`src/rtl/assert_macros.svh`:
```
// Assertion macros shared by the RTL files.
`ifndef ASSERT_MACROS_SVH
`define ASSERT_MACROS_SVH

// Clocked check, masked while reset is high.
`define BDE_ASSERT(label, clk, rst, prop, msg) \
  label: assert property (@(posedge clk) disable iff (rst) prop) else $error(msg);

// Clocked check that also holds through reset.
`define BDE_ASSERT_ALWAYS(label, clk, prop, msg) \
  label: assert property (@(posedge clk) prop) else $error(msg);

`endif

```
`src/rtl/bde_pkg.sv`:
```
// Types and constants for the button debounce and encoder speed unit.
package bde_pkg;

  localparam int NUM_BUTTONS = 7;
  localparam int BTN_W       = 7;
  localparam int LANES       = (NUM_BUTTONS < BTN_W) ? NUM_BUTTONS : BTN_W;
  localparam int CNT_W       = 8;
  localparam int ENC_W       = 16;
  localparam int CLK_W       = 15;
  localparam int MAG_W       = 15;
  localparam int SPD_W       = 10;
  localparam int TICK_W      = 32;
  localparam int DIV_W       = 32;
  localparam int DIV_STEP_W  = $clog2(DIV_W);
  localparam int FIFO_DEPTH  = 4;
  localparam int FIFO_PTR_W  = $clog2(FIFO_DEPTH);

  localparam logic [BTN_W-1:0]  ACTIVE_RESET   = '0;
  localparam logic [CNT_W-1:0]  DEBOUNCE_RESET = CNT_W'(10);
  localparam logic [DIV_W-1:0]  SPEED_SCALE    = DIV_W'(1000);

  // Configuration register indexes
  typedef enum logic [0:0] {
    REG_ACTIVE_LEVELS  = 1'b0,
    REG_DEBOUNCE_TICKS = 1'b1
  } reg_idx_t;

  // One classified tick handed from front to back
  typedef struct packed {
    logic [BTN_W-1:0]        states;
    logic [BTN_W-1:0]        changed;
    logic signed [CLK_W-1:0] clicks;
    logic                    moved;
    logic [TICK_W-1:0]       elapsed;
    logic [MAG_W-1:0]        mag;
  } job_t;

  // Request to the shared divider
  typedef struct packed {
    logic             start;
    logic [DIV_W-1:0] dividend;
    logic [DIV_W-1:0] divisor;
  } div_req_t;

endpackage

```
`src/rtl/button_debounce_and_encoder_speed_unit.sv`:
```
// Button debounce and quadrature encoder speed unit, top level.
// Each input beat is one 1 ms tick carrying raw button levels and the raw 16-bit encoder
// count; each tick yields exactly one result beat, in order. A tick without an encoder
// move is written into the result register as it leaves the job queue; a tick with a move
// goes through the shared 32-step divider, which runs twice (elapsed ms per click, then
// 1000 / ms). A 4-entry job queue lets the front end keep taking ticks while the divider
// works, and a result register holds the oldest result until it is popped. Configuration
// (index 0 active levels, index 1 debounce delay, reset 10) must be written only while no
// tick is in flight; the block itself does not enforce this.
module button_debounce_and_encoder_speed_unit import bde_pkg::*; (
  input  logic                    clk,
  input  logic                    rst,
  input  logic                    wr_en,
  input  logic [0:0]              wr_index,
  input  logic [CNT_W-1:0]        wr_data,
  input  logic                    push,
  output logic                    full,
  input  logic [BTN_W-1:0]        button_levels,
  input  logic [ENC_W-1:0]        encoder_count,
  output logic                    empty,
  input  logic                    pop,
  output logic [BTN_W-1:0]        button_states,
  output logic [BTN_W-1:0]        changed_mask,
  output logic signed [CLK_W-1:0] click_delta,
  output logic                    moved,
  output logic [SPD_W-1:0]        click_speed
);

`include "assert_macros.svh"

  job_t             front_job, back_job;
  logic             accept, job_empty, job_pop, out_valid, div_done;
  div_req_t         div_req;
  logic [DIV_W-1:0] div_quotient;

  assign accept = push && !full;
  assign empty  = !out_valid;

  bde_front u_front (
    .clk           (clk),
    .rst           (rst),
    .wr_en         (wr_en),
    .wr_index      (wr_index),
    .wr_data       (wr_data),
    .accept        (accept),
    .button_levels (button_levels),
    .encoder_count (encoder_count),
    .job           (front_job)
  );

  bde_fifo u_fifo (
    .clk   (clk),
    .rst   (rst),
    .wr    (accept),
    .wdata (front_job),
    .full  (full),
    .rd    (job_pop),
    .rdata (back_job),
    .empty (job_empty)
  );

  bde_div u_div (
    .clk      (clk),
    .rst      (rst),
    .req      (div_req),
    .done     (div_done),
    .quotient (div_quotient)
  );

  bde_back u_back (
    .clk           (clk),
    .rst           (rst),
    .job           (back_job),
    .job_empty     (job_empty),
    .job_pop       (job_pop),
    .div_req       (div_req),
    .div_done      (div_done),
    .div_quotient  (div_quotient),
    .pop           (pop),
    .out_valid     (out_valid),
    .button_states (button_states),
    .changed_mask  (changed_mask),
    .click_delta   (click_delta),
    .moved         (moved),
    .click_speed   (click_speed)
  );

  // Checks
  `BDE_ASSERT(a_moved_matches_delta, clk, rst, !empty |-> (moved == (click_delta != '0)), "moved flag disagrees with click delta")
  `BDE_ASSERT(a_speed_in_range, clk, rst, !empty |-> (click_speed <= SPD_W'(1000)), "click speed above 1000")
  `BDE_ASSERT_ALWAYS(a_empty_after_reset, clk, rst |=> empty, "result present right after reset")

endmodule

```
`src/rtl/bde_front.sv`:
```
// Front end: configuration registers, debounce lanes and encoder click extraction.
module bde_front import bde_pkg::*; (
  input  logic              clk,
  input  logic              rst,
  input  logic              wr_en,
  input  logic [0:0]        wr_index,
  input  logic [CNT_W-1:0]  wr_data,
  input  logic              accept,
  input  logic [BTN_W-1:0]  button_levels,
  input  logic [ENC_W-1:0]  encoder_count,
  output job_t              job
);

  logic [BTN_W-1:0]  active_levels;
  logic [CNT_W-1:0]  debounce_ticks;

  logic [LANES-1:0]  deb_state, deb_state_next;
  logic [LANES-1:0]  cand_state, cand_state_next;
  logic [CNT_W-1:0]  stable_count [LANES];
  logic [CNT_W-1:0]  stable_count_next [LANES];
  logic [BTN_W-1:0]  states_full, changed_full;

  logic [ENC_W-1:0]  consumed, consumed_next;
  logic [TICK_W-1:0] ticks, ticks_inc, ticks_next;
  logic [ENC_W-1:0]  diff, half, clicks16, mag16;
  logic              moved;

  // Per-lane debounce
  always_comb begin
    logic now;
    states_full  = '0;
    changed_full = '0;
    for (int i = 0; i < LANES; i++) begin
      now = (button_levels[i] == active_levels[i]);
      deb_state_next[i]    = deb_state[i];
      cand_state_next[i]   = cand_state[i];
      stable_count_next[i] = stable_count[i];
      if (deb_state[i] != now) begin
        if (cand_state[i] == now && stable_count[i] == debounce_ticks) begin
          deb_state_next[i] = now;
          changed_full[i]   = 1'b1;
        end else if (cand_state[i] == now) begin
          stable_count_next[i] = stable_count[i] + CNT_W'(1);
        end else begin
          cand_state_next[i]   = now;
          stable_count_next[i] = '0;
        end
      end
      states_full[i] = deb_state_next[i];
    end
  end

  // Encoder: wrapped difference halved toward zero
  assign diff          = encoder_count - consumed;
  assign half          = {diff[ENC_W-1], diff[ENC_W-1:1]};
  assign clicks16      = half + ENC_W'(diff[ENC_W-1] & diff[0]);
  assign mag16         = clicks16[ENC_W-1] ? (ENC_W'(0) - clicks16) : clicks16;
  assign moved         = (clicks16 != '0);
  assign consumed_next = consumed + {clicks16[ENC_W-2:0], 1'b0};

  // Elapsed tick counter, saturating
  assign ticks_inc  = (ticks == '1) ? ticks : ticks + TICK_W'(1);
  assign ticks_next = moved ? '0 : ticks_inc;

  always_comb begin
    job.states  = states_full;
    job.changed = changed_full;
    job.clicks  = clicks16[CLK_W-1:0];
    job.moved   = moved;
    job.elapsed = ticks_inc;
    job.mag     = mag16[MAG_W-1:0];
  end

  // Configuration writes
  always_ff @(posedge clk) begin
    if (rst) begin
      active_levels  <= ACTIVE_RESET;
      debounce_ticks <= DEBOUNCE_RESET;
    end else if (wr_en) begin
      unique case (reg_idx_t'(wr_index))
        REG_ACTIVE_LEVELS:  active_levels  <= wr_data[BTN_W-1:0];
        REG_DEBOUNCE_TICKS: debounce_ticks <= wr_data;
        default: ;
      endcase
    end
  end

  // Tick state update on each accepted beat
  always_ff @(posedge clk) begin
    if (rst) begin
      deb_state  <= '0;
      cand_state <= '0;
      consumed   <= '0;
      ticks      <= '0;
      for (int i = 0; i < LANES; i++) begin
        stable_count[i] <= '0;
      end
    end else if (accept) begin
      deb_state  <= deb_state_next;
      cand_state <= cand_state_next;
      consumed   <= consumed_next;
      ticks      <= ticks_next;
      for (int i = 0; i < LANES; i++) begin
        stable_count[i] <= stable_count_next[i];
      end
    end
  end

endmodule

```
`src/rtl/bde_fifo.sv`:
```
// Short job queue between the front end and the back end.
module bde_fifo import bde_pkg::*; (
  input  logic clk,
  input  logic rst,
  input  logic wr,
  input  job_t wdata,
  output logic full,
  input  logic rd,
  output job_t rdata,
  output logic empty
);

  job_t                  mem [FIFO_DEPTH];
  logic [FIFO_PTR_W-1:0] wr_ptr, rd_ptr;
  logic [FIFO_PTR_W:0]   count;

  assign full  = (count == (FIFO_PTR_W + 1)'(FIFO_DEPTH));
  assign empty = (count == '0);
  assign rdata = mem[rd_ptr];

  always_ff @(posedge clk) begin
    if (wr && !full) begin
      mem[wr_ptr] <= wdata;
    end
  end

  always_ff @(posedge clk) begin
    if (rst) begin
      wr_ptr <= '0;
      rd_ptr <= '0;
      count  <= '0;
    end else begin
      if (wr && !full) begin
        wr_ptr <= wr_ptr + FIFO_PTR_W'(1);
      end
      if (rd && !empty) begin
        rd_ptr <= rd_ptr + FIFO_PTR_W'(1);
      end
      if ((wr && !full) && !(rd && !empty)) begin
        count <= count + (FIFO_PTR_W + 1)'(1);
      end else if (!(wr && !full) && (rd && !empty)) begin
        count <= count - (FIFO_PTR_W + 1)'(1);
      end
    end
  end

endmodule

```
`src/rtl/bde_div.sv`:
```
// Shared restoring divider, one quotient bit per cycle.
module bde_div import bde_pkg::*; (
  input  logic             clk,
  input  logic             rst,
  input  div_req_t         req,
  output logic             done,
  output logic [DIV_W-1:0] quotient
);

  logic                  busy;
  logic [DIV_STEP_W-1:0] step;
  logic [DIV_W-1:0]      rem, divisor;
  logic [DIV_W:0]        trial, sub;

  assign trial = {rem, quotient[DIV_W-1]};
  assign sub   = trial - {1'b0, divisor};

  always_ff @(posedge clk) begin
    if (rst) begin
      busy <= 1'b0;
      done <= 1'b0;
      step <= '0;
    end else begin
      done <= 1'b0;
      if (req.start) begin
        busy <= 1'b1;
        step <= '1;
      end else if (busy) begin
        step <= step - DIV_STEP_W'(1);
        if (step == '0) begin
          busy <= 1'b0;
          done <= 1'b1;
        end
      end
    end
  end

  // Datapath: shift in one dividend bit, subtract when it fits
  always_ff @(posedge clk) begin
    if (req.start) begin
      rem      <= '0;
      quotient <= req.dividend;
      divisor  <= req.divisor;
    end else if (busy) begin
      if (!sub[DIV_W]) begin
        rem      <= sub[DIV_W-1:0];
        quotient <= {quotient[DIV_W-2:0], 1'b1};
      end else begin
        rem      <= trial[DIV_W-1:0];
        quotient <= {quotient[DIV_W-2:0], 1'b0};
      end
    end
  end

endmodule

```
`src/rtl/bde_back.sv`:
```
// Back end: speed computation through the shared divider and the result register.
module bde_back import bde_pkg::*; (
  input  logic                    clk,
  input  logic                    rst,
  input  job_t                    job,
  input  logic                    job_empty,
  output logic                    job_pop,
  output div_req_t                div_req,
  input  logic                    div_done,
  input  logic [DIV_W-1:0]        div_quotient,
  input  logic                    pop,
  output logic                    out_valid,
  output logic [BTN_W-1:0]        button_states,
  output logic [BTN_W-1:0]        changed_mask,
  output logic signed [CLK_W-1:0] click_delta,
  output logic                    moved,
  output logic [SPD_W-1:0]        click_speed
);

  typedef enum logic [1:0] {
    S_IDLE,
    S_DIV_MS,
    S_DIV_SPEED
  } state_t;

  state_t            state;
  job_t              cur;
  logic [SPD_W-1:0]  held_speed;
  logic              out_free;
  logic              out_load;
  logic              div_start;

  assign out_free = !out_valid || pop;
  assign job_pop  = (state == S_IDLE) && !job_empty && out_free;

  // Result load and divider start for this cycle
  always_comb begin
    out_load  = 1'b0;
    div_start = 1'b0;
    unique case (state)
      S_IDLE: begin
        out_load  = job_pop && !job.moved;
        div_start = job_pop && job.moved;
      end
      S_DIV_MS:    div_start = div_done;
      S_DIV_SPEED: out_load  = div_done;
      default: ;
    endcase
  end

  always_ff @(posedge clk) begin
    if (rst) begin
      state         <= S_IDLE;
      out_valid     <= 1'b0;
      held_speed    <= '0;
      div_req.start <= 1'b0;
    end else begin
      div_req.start <= div_start;
      if (out_load) begin
        out_valid <= 1'b1;
      end else if (pop) begin
        out_valid <= 1'b0;
      end
      unique case (state)
        S_IDLE: begin
          if (job_pop) begin
            if (job.moved) begin
              // elapsed ms per click first
              cur              <= job;
              div_req.dividend <= job.elapsed;
              div_req.divisor  <= DIV_W'(job.mag);
              state            <= S_DIV_MS;
            end else begin
              button_states <= job.states;
              changed_mask  <= job.changed;
              click_delta   <= job.clicks;
              moved         <= job.moved;
              click_speed   <= held_speed;
            end
          end
        end
        S_DIV_MS: begin
          if (div_done) begin
            // clicks per second, ms clamped to at least one
            div_req.dividend <= SPEED_SCALE;
            div_req.divisor  <= (div_quotient == '0) ? DIV_W'(1) : div_quotient;
            state            <= S_DIV_SPEED;
          end
        end
        S_DIV_SPEED: begin
          if (div_done) begin
            held_speed    <= div_quotient[SPD_W-1:0];
            button_states <= cur.states;
            changed_mask  <= cur.changed;
            click_delta   <= cur.clicks;
            moved         <= cur.moved;
            click_speed   <= div_quotient[SPD_W-1:0];
            state         <= S_IDLE;
          end
        end
        default: state <= S_IDLE;
      endcase
    end
  end

endmodule
```
`config.mk`:
```
export PLATFORM = sky130hd
export DESIGN_NAME = button_debounce_and_encoder_speed_unit
export DESIGN_NICKNAME = d
export VERILOG_FILES = /design/src/rtl/bde_pkg.sv /design/src/rtl/button_debounce_and_encoder_speed_unit.sv /design/src/rtl/bde_front.sv /design/src/rtl/bde_fifo.sv /design/src/rtl/bde_div.sv /design/src/rtl/bde_back.sv
export VERILOG_INCLUDE_DIRS = /design/src /design/src/rtl
export SDC_FILE = /design/constraint.sdc
export NUM_CORES = 1
export LEC_CHECK = 0
export BUFFER_PORTS_ARGS = -buffer_cell sky130_fd_sc_hd__buf_4
export CAP_MARGIN = 20
export CORE_MARGIN = 4
export CORE_UTILIZATION = 45
export DETAILED_ROUTE_END_ITERATION = 12
export PLACE_DENSITY = 0.72
export SKIP_LAST_GASP = 1
export SYNTH_ARGS = -nofsm -noshare
export SYNTH_HDL_FRONTEND = slang
export SYNTH_SLANG_ARGS = --single-unit
```
`constraint.sdc`:
```
create_clock -name clk -period 6.1 [get_ports clk]
set_clock_uncertainty 0.1 [all_clocks]
set_input_delay 0.305 -clock clk [delete_from_list [all_inputs] [get_ports clk]]
set_output_delay 0.305 -clock clk [all_outputs]
set_load 0.03 [all_outputs]
```
==> results of run 1 <==
## flip-flops by register name, indices dropped and copies added, names as in the netlist, 8 cells and up, named ones only
| name | flops |
|---|---|
| u_fifo.mem | 304 |
| u_back.div_req | 65 |
| u_front.stable_count | 56 |
| u_div.divisor | 32 |
| u_div.quotient | 32 |
| u_div.rem | 32 |
| u_front.ticks | 32 |
| u_back.cur | 29 |
| u_back.click_delta | 15 |
| u_front.consumed | 15 |
| u_back.click_speed | 10 |
| u_back.held_speed | 10 |
| u_front.debounce_ticks | 8 |
## synth_stat cells, types with 33 or more instances
master    instances
nor3_1           38
and2_1           69
ha_1             79
o21ai_0          53
nor2_1          184
xor2_1          112
mux2_2           41
nand3_1          75
clkbuf_1         84
nand2_1         292
xnor2_1         119
mux4_2           76
edfxtp_1        557
dfxtp_1         138
a21oi_1         108
mux2i_1          33
inv_1            87
## worst min-delay path: cells and delay by family
kind,cells,cell delay (ns)
AO/OA/AOI/OAI,2,0.19
XOR/XNOR,1,0.13
buffers and inverters,1,0.08
## cell type report
type	instances	area, um^2	share of cell area [%]
Sequential cell	695	19500	53.8
Tap cell	940	1180	3.24
Clock inverter	40	427	1.18
Inverter	88	330	0.911
Multi-Input combinational cell	1623	11800	32.6
Timing Repair Buffer	131	993	2.74
Clock buffer	96	2010	5.54
## kinds of logic after synthesis
group,synth area share (%)
AOI/OAI and AO/OA,6.62
xor gates and xnor gates,6.33
adders and majority gates,3.34
buffers and inverters,2.40
DFF,61.0
muxes,7.88
and+or+nand+nor,12.4
## per-layer routing
metal  part of all wire (%)  vias up
met1                     43     9796
met2                     50      532
met4                    2.1        0
li1                       -     9428
met5                      0        -
met3                    4.8      118
## through the flow
stage	power [mW]	utilization, %
floorplan	11.8	-
global placement	13.2	47.8
detailed placement	13.5	47.9
CTS	18.0	51.4
global route	19.0	51.6
finish	18.0	51.6
## final timing paths
check	from	to	slack (ns)	cells past startpoint
worst min register to register	u_back.div_req[29]	u_div.divisor[29]	0.30	0
worst max register to register	u_front.consumed[1]	u_front.consumed[15]	0.35	24
worst max-delay path	u_front.consumed[1]	u_front.consumed[15]	0.35	24
worst min-delay path	button_levels[4]	u_front.cand_state[4]	0.04	4
## power by group
group          internal, mW  leakage (nW)  switching (mW)  total, mW
clock network          2.64          1.19            1.84       4.48
registers              6.74          6.40           0.605       7.35
logic                  2.52          5.39            3.64       6.16
## repair_timing
item,4_1_cts,5_1_grt
hold buffers,9,0
gates resized for setup,0,12
setup endpoints to repair,0,11
setup buffers,0,3
endpoints found under the hold margin,16,0
==> impl_metrics.py, run 1 <==
metrics = {
    "cts": {
        "cts_root_buf": "clkbuf_16",
        "htree_levels": 3,
        "cts_buffers": 74,
        "clk_path_buf_depth": 3,
        "insertion_delay_ns": 0.61,
        "clk_pin_slew_ns": 0.06,
        "clkSinkCount": 695,
        "cts_tree": "yes",
    },
    "route": {
        "dr.pass1.iters": 6,
        "routed_wl_mm": 67.7,
        "drtIter0Drc": 1475,
        "drtAntennaViolNets": 0,
        "vias": 19900,
        "vias_per_cell": 5.50,
        "wl_per_cell_um": 18.7,
        "drc": 0,
    },
    "global_routing": {
        "grt_util_met3_pct": 2.88,
        "track_usage_pct": 18.0,
        "grt_busiest_layer": "met2",
        "grt_start_max_net_pins": 72,
        "grt_pass1_vias": 19900,
        "grt-ovfl-total": 0,
        "antenna_found_initial": 0,
        "met2_usage_pct": 31.3,
        "grt_pass1_wl_mm": 108,
        "grt_use_met1_pct": 23.5,
    },
    "sta": {
        "timing.hold.ws_ns": 0.0402,
        "worst_slew_pin_slew_ns": 1.08,
        "rsz0062_at_grt": "yes",
        "setup_violations": 0,
        "fin_ws_ns": 0.350,
        "finalHoldViolations": 0,
        "period_minus_slack_ns": 5.75,
        "maxSlewViolCount": 0,
        "tns_ns": 0,
        "period_share_pct": 94.3,
        "fmax_mhz": 174,
        "worst_slew_margin_rel_pct": 27.9,
    },
    "yosys": {
        "synth_nets": 2636,
        "synth-seq-cells": 695,
        "syn-instance-count": 2516,
        "synth.distinct_cells": 73,
        "synthTopCellsByArea": "edfxtp_1, dfxtp_1, mux4_2",
        "yosysSeqAreaShare_pct": 61.0,
        "synth_top_area_share_pct": 52.3,
        "synth_area_per_cell_um2": 12.7,
        "synthFlopType": "edfxtp_1",
        "synth_warnings": 0,
        "netlist_area_mm2": 0.0320,
        "synth_edf_count": 557,
        "synth_area_leader_cell": "edfxtp_1",
        "async_flop_share_pct": 0,
    },
    "worst_setup_path": {
        "slowest_stage": "fa_1",
        "worst-path-buf-inv": 1,
        "critPathMaxFanout": 5,
        "path_cells": "ha_1, fa_1, nand2b_1, a21oi_4, o2111a_1, o21ai_0, and3_1, or3_1, and2_1, ha_1, nand3_1, nand3b_1, xor2_1, inv_2, ha_1, or2_2, a21oi_2, a211oi_2, nor2_1, a211o_1, o21ai_0, or2_2, mux2i_1, mux2_2",
        "arrival_ns": 6.14,
        "start_kind": "flop",
        "crit_type": "flop to flop",
        "required_ns": 6.49,
        "cpPeakStageDelay_ns": 0.43,
        "crit_family": "simple AND/OR/NAND/NOR gates",
        "end_kind": "flop",
        "crit_path_frequent_cell": "ha_1",
    },
    "floorplan": {
        "die_width_um": 274,
        "dieHeight_um": 274,
        "start_util_pct": 45.5,
        "die_area_mm2": 0.0753,
        "coreArea_mm2": 0.0703,
        "io_pins": 79,
        "rows": 97,
    },
    "status": {
        "status": "finished, final reports clean",
    },
    "layout": {
        "fill_cells": 5830,
        "layout.cells.non_filler": 3613,
        "fin_area_mm2": 0.0362,
        "final_nets": 2733,
        "drive_above_1_share_pct": 14.8,
        "n_antenna_cell": 0,
        "synthToLayoutAreaGrowth_pct": 13.4,
        "final_common_cell": "edfxtp_1",
        "layout_common_cells": "edfxtp_1, nand2_1, nor2_1",
    },
    "pwr": {
        "ir_worst_vdd_mv": 0.245,
        "leakagePower_nw": 13.0,
        "cellPowerDensity_mw_per_mm2": 496,
    },
    "job": {
        "drv_cap": 0,
    },
    "placed_design": {
        "portBuffers": 78,
        "gp_congestion": 0.870,
        "dp_cells": 3461,
        "hpwl_mm": 45.9,
        "dp_worst_setup_slack_ns": 0.0148,
        "dpl_cell_area_mm2": 0.0336,
    },
    "hold_path": {
        "hold_path_class": "input port to flop",
    },
}
Note: power is estimated with default switching activity, not from simulation.
==> run 2: changes to the inputs <==
- CORE_UTILIZATION: 45 -> 50
- PLACE_DENSITY: 0.72 -> 0.78
==> run 2 against run 1 <==
- sequential share of layout area is 0.34 points higher
- flip-flop and latch count stayed put
- hold slack worse by 0.0030 ns
- fmax is 1.7% lower
- clock-buffer cell count is 3 higher
- critical path depth stayed put
- via count is 1.5% higher
- final area is 0.64% lower
- cell count is 2.9% lower
- wire length is 1.9% higher
- register-to-register slack worse by 0.10 ns
==> impl_metrics.py, run 2 (synthesis results as in run 1) <==
metrics = {
    "worst_setup_path": {
        "rr_endpoint": "u_front.consumed[15]",
        "r2r_setup_slack_ns": 0.25,
        "start_kind": "flop",
        "ff2ff_path_depth": 24,
        "end_kind": "flop",
        "critPathMaxFanout": 5,
        "required_ns": 6.47,
        "crit_type": "flop to flop",
        "arrival_ns": 6.22,
        "critPathLaunch": "u_front.consumed[1]",
        "worstSetupEndpoint": "u_front.consumed[15]",
        "r2r-start": "u_front.consumed[1]",
    },
    "layout": {
        "synthToLayoutAreaGrowth_pct": 12.7,
        "top_register": "u_fifo.mem",
        "n_antenna_cell": 0,
        "layout_common_cells": "edfxtp_1, nand2_1, nor2_1",
        "drive_above_1_share_pct": 14.3,
        "largest_reg_flops": 304,
        "fill_cells": 4809,
        "multiInputGateArea_mm2": 0.0118,
        "final_nets": 2726,
        "final-seq-area_mm2": 0.0195,
        "reg_top3": "u_fifo.mem x304, u_back.div_req x65, u_front.stable_count x56",
        "final_common_cell": "edfxtp_1",
    },
    "sta": {
        "fmax_mhz": 171,
        "finalHoldViolations": 0,
        "tns_ns": 0,
        "period_share_pct": 95.9,
        "period_minus_slack_ns": 5.85,
        "maxSlewViolCount": 0,
        "setup_violations": 0,
        "fin_ws_ns": 0.250,
        "worst_slew_pin_slew_ns": 1.11,
        "worst_slew_margin_rel_pct": 26.0,
        "rsz0062_at_grt": "yes",
    },
    "cts": {
        "insertion_delay_ns": 0.61,
        "cts_buffers": 71,
        "clk_pin_slew_ns": 0.06,
        "cts_setup_buffers": 0,
        "htree_levels": 3,
        "clk_path_buf_depth": 3,
        "clkSinkCount": 695,
        "cts_tree": "yes",
        "cts_root_buf": "clkbuf_16",
    },
    "job": {
        "drv_cap": 0,
    },
    "route": {
        "vias": 20200,
        "routed_wl_mm": 69.0,
        "vias_per_cell": 5.75,
        "wl_per_cell_um": 19.7,
        "dr.pass1.iters": 5,
        "drtAntennaViolNets": 0,
        "drc": 0,
        "drtIter0Drc": 1847,
    },
    "pwr": {
        "leakagePower_nw": 12.9,
        "ir_worst_vdd_mv": 0.317,
        "cellPowerDensity_mw_per_mm2": 497,
    },
    "floorplan": {
        "rows": 92,
        "die_area_mm2": 0.0680,
        "coreArea_mm2": 0.0632,
        "dieHeight_um": 261,
        "io_pins": 79,
        "start_util_pct": 50.6,
        "die_width_um": 261,
    },
    "hold_path": {
        "hold_path_class": "input port to flop",
    },
    "global_routing": {
        "track_usage_pct": 20.3,
        "grt_pass1_vias": 20400,
        "antenna_found_initial": 1,
        "grt_start_max_net_pins": 77,
        "grt_pass1_wl_mm": 110,
        "grt-ovfl-total": 0,
    },
    "placed_design": {
        "dp_worst_setup_slack_ns": 0.0222,
        "hpwl_mm": 45.5,
        "portBuffers": 78,
        "gp_congestion": 0.920,
    },
    "status": {
        "status": "finished, final reports clean",
    },
}
==> run 2: metal layers <==
metal	vias to the layer above	GRT usage, %	routed length (um)
met5	-	0	0
met4	0	5.89	1820
met3	136	3.24	3950
met2	669	35.1	34700
met1	9975	26.6	28600
li1	9390	-	-
==> run 2: cell type report <==
cell class,instances,share of cell area (%)
flip-flops and latches,695,54.1
inverters,88,0.917
well taps,846,2.94
repair buffers,127,2.79
multi-input cells,1623,32.7
clock buffers,99,5.54
clock inverters,29,0.997
==> run 2: power by group <==
group / switching (mW) / total [mW] / internal, mW
sequential: 0.660 / 7.40 / 6.74
combinational: 3.63 / 6.11 / 2.48
clock: 1.80 / 4.39 / 2.60
total: 6.09 / 17.9 / 11.8
==> run 2: what timing repair did <==
item                                    4_1_cts  5_1_grt
hold buffers                                  8        0
endpoints found under the hold margin        15        0
resized for setup                             0        3
endpoints found under the setup margin        0        3
==> run 2: worst max-delay path: stages (launching register included) <==
cell and delay (ns):
dfxtp_1 0.33, ha_1 0.22, fa_1 0.41, nand2b_1 0.20
a21oi_2 0.23, o2111a_1 0.24, o21ai_0 0.11, and3_1 0.17
or3_1 0.45, and2_1 0.21, ha_1 0.19, ha_1 0.22
and4_1 0.21, nand2_1 0.09, xor2_1 0.26, inv_1 0.17
ha_1 0.37, a21oi_1 0.11, a211oi_2 0.24, nor2_1 0.08
a211o_1 0.29, o21ai_0 0.25, nand2_1 0.10, mux2i_1 0.16
mux2_2 0.34
==> run 2: worst min path at each step <==
stage                       startpoint                     to  slack, ns  cells after the start
finish                button_levels[6]  u_front.cand_state[6]       0.04                      4
global route          button_levels[2]  u_front.cand_state[2]       0.05                      4
CTS                   button_levels[6]  u_front.cand_state[6]      0.009                      4
detailed placement   u_back.div_req[2]       u_div.divisor[2]       0.30                      0
global placement    u_back.div_req[24]      u_div.divisor[24]       0.30                      0
floorplan            u_back.div_req[0]       u_div.divisor[0]       0.30                      0
==> run 2: per-stage QoR <==
stage / power [mW] / cells / util, % / hold slack (ns) / instance area (um^2)
after floorplan: 11.8 / 2516 / - / 0.300 / 32000
after global placement: 13.2 / 3364 / 53.0 / 0.301 / 33500
after detailed placement: 13.5 / 3365 / 53.0 / 0.305 / 33500
after CTS: 17.9 / 3501 / 56.8 / 0.00918 / 35900
after global routing: 18.9 / 3507 / 57.0 / 0.0494 / 36000
final: 17.9 / 3507 / 57.0 / 0.0372 / 36000
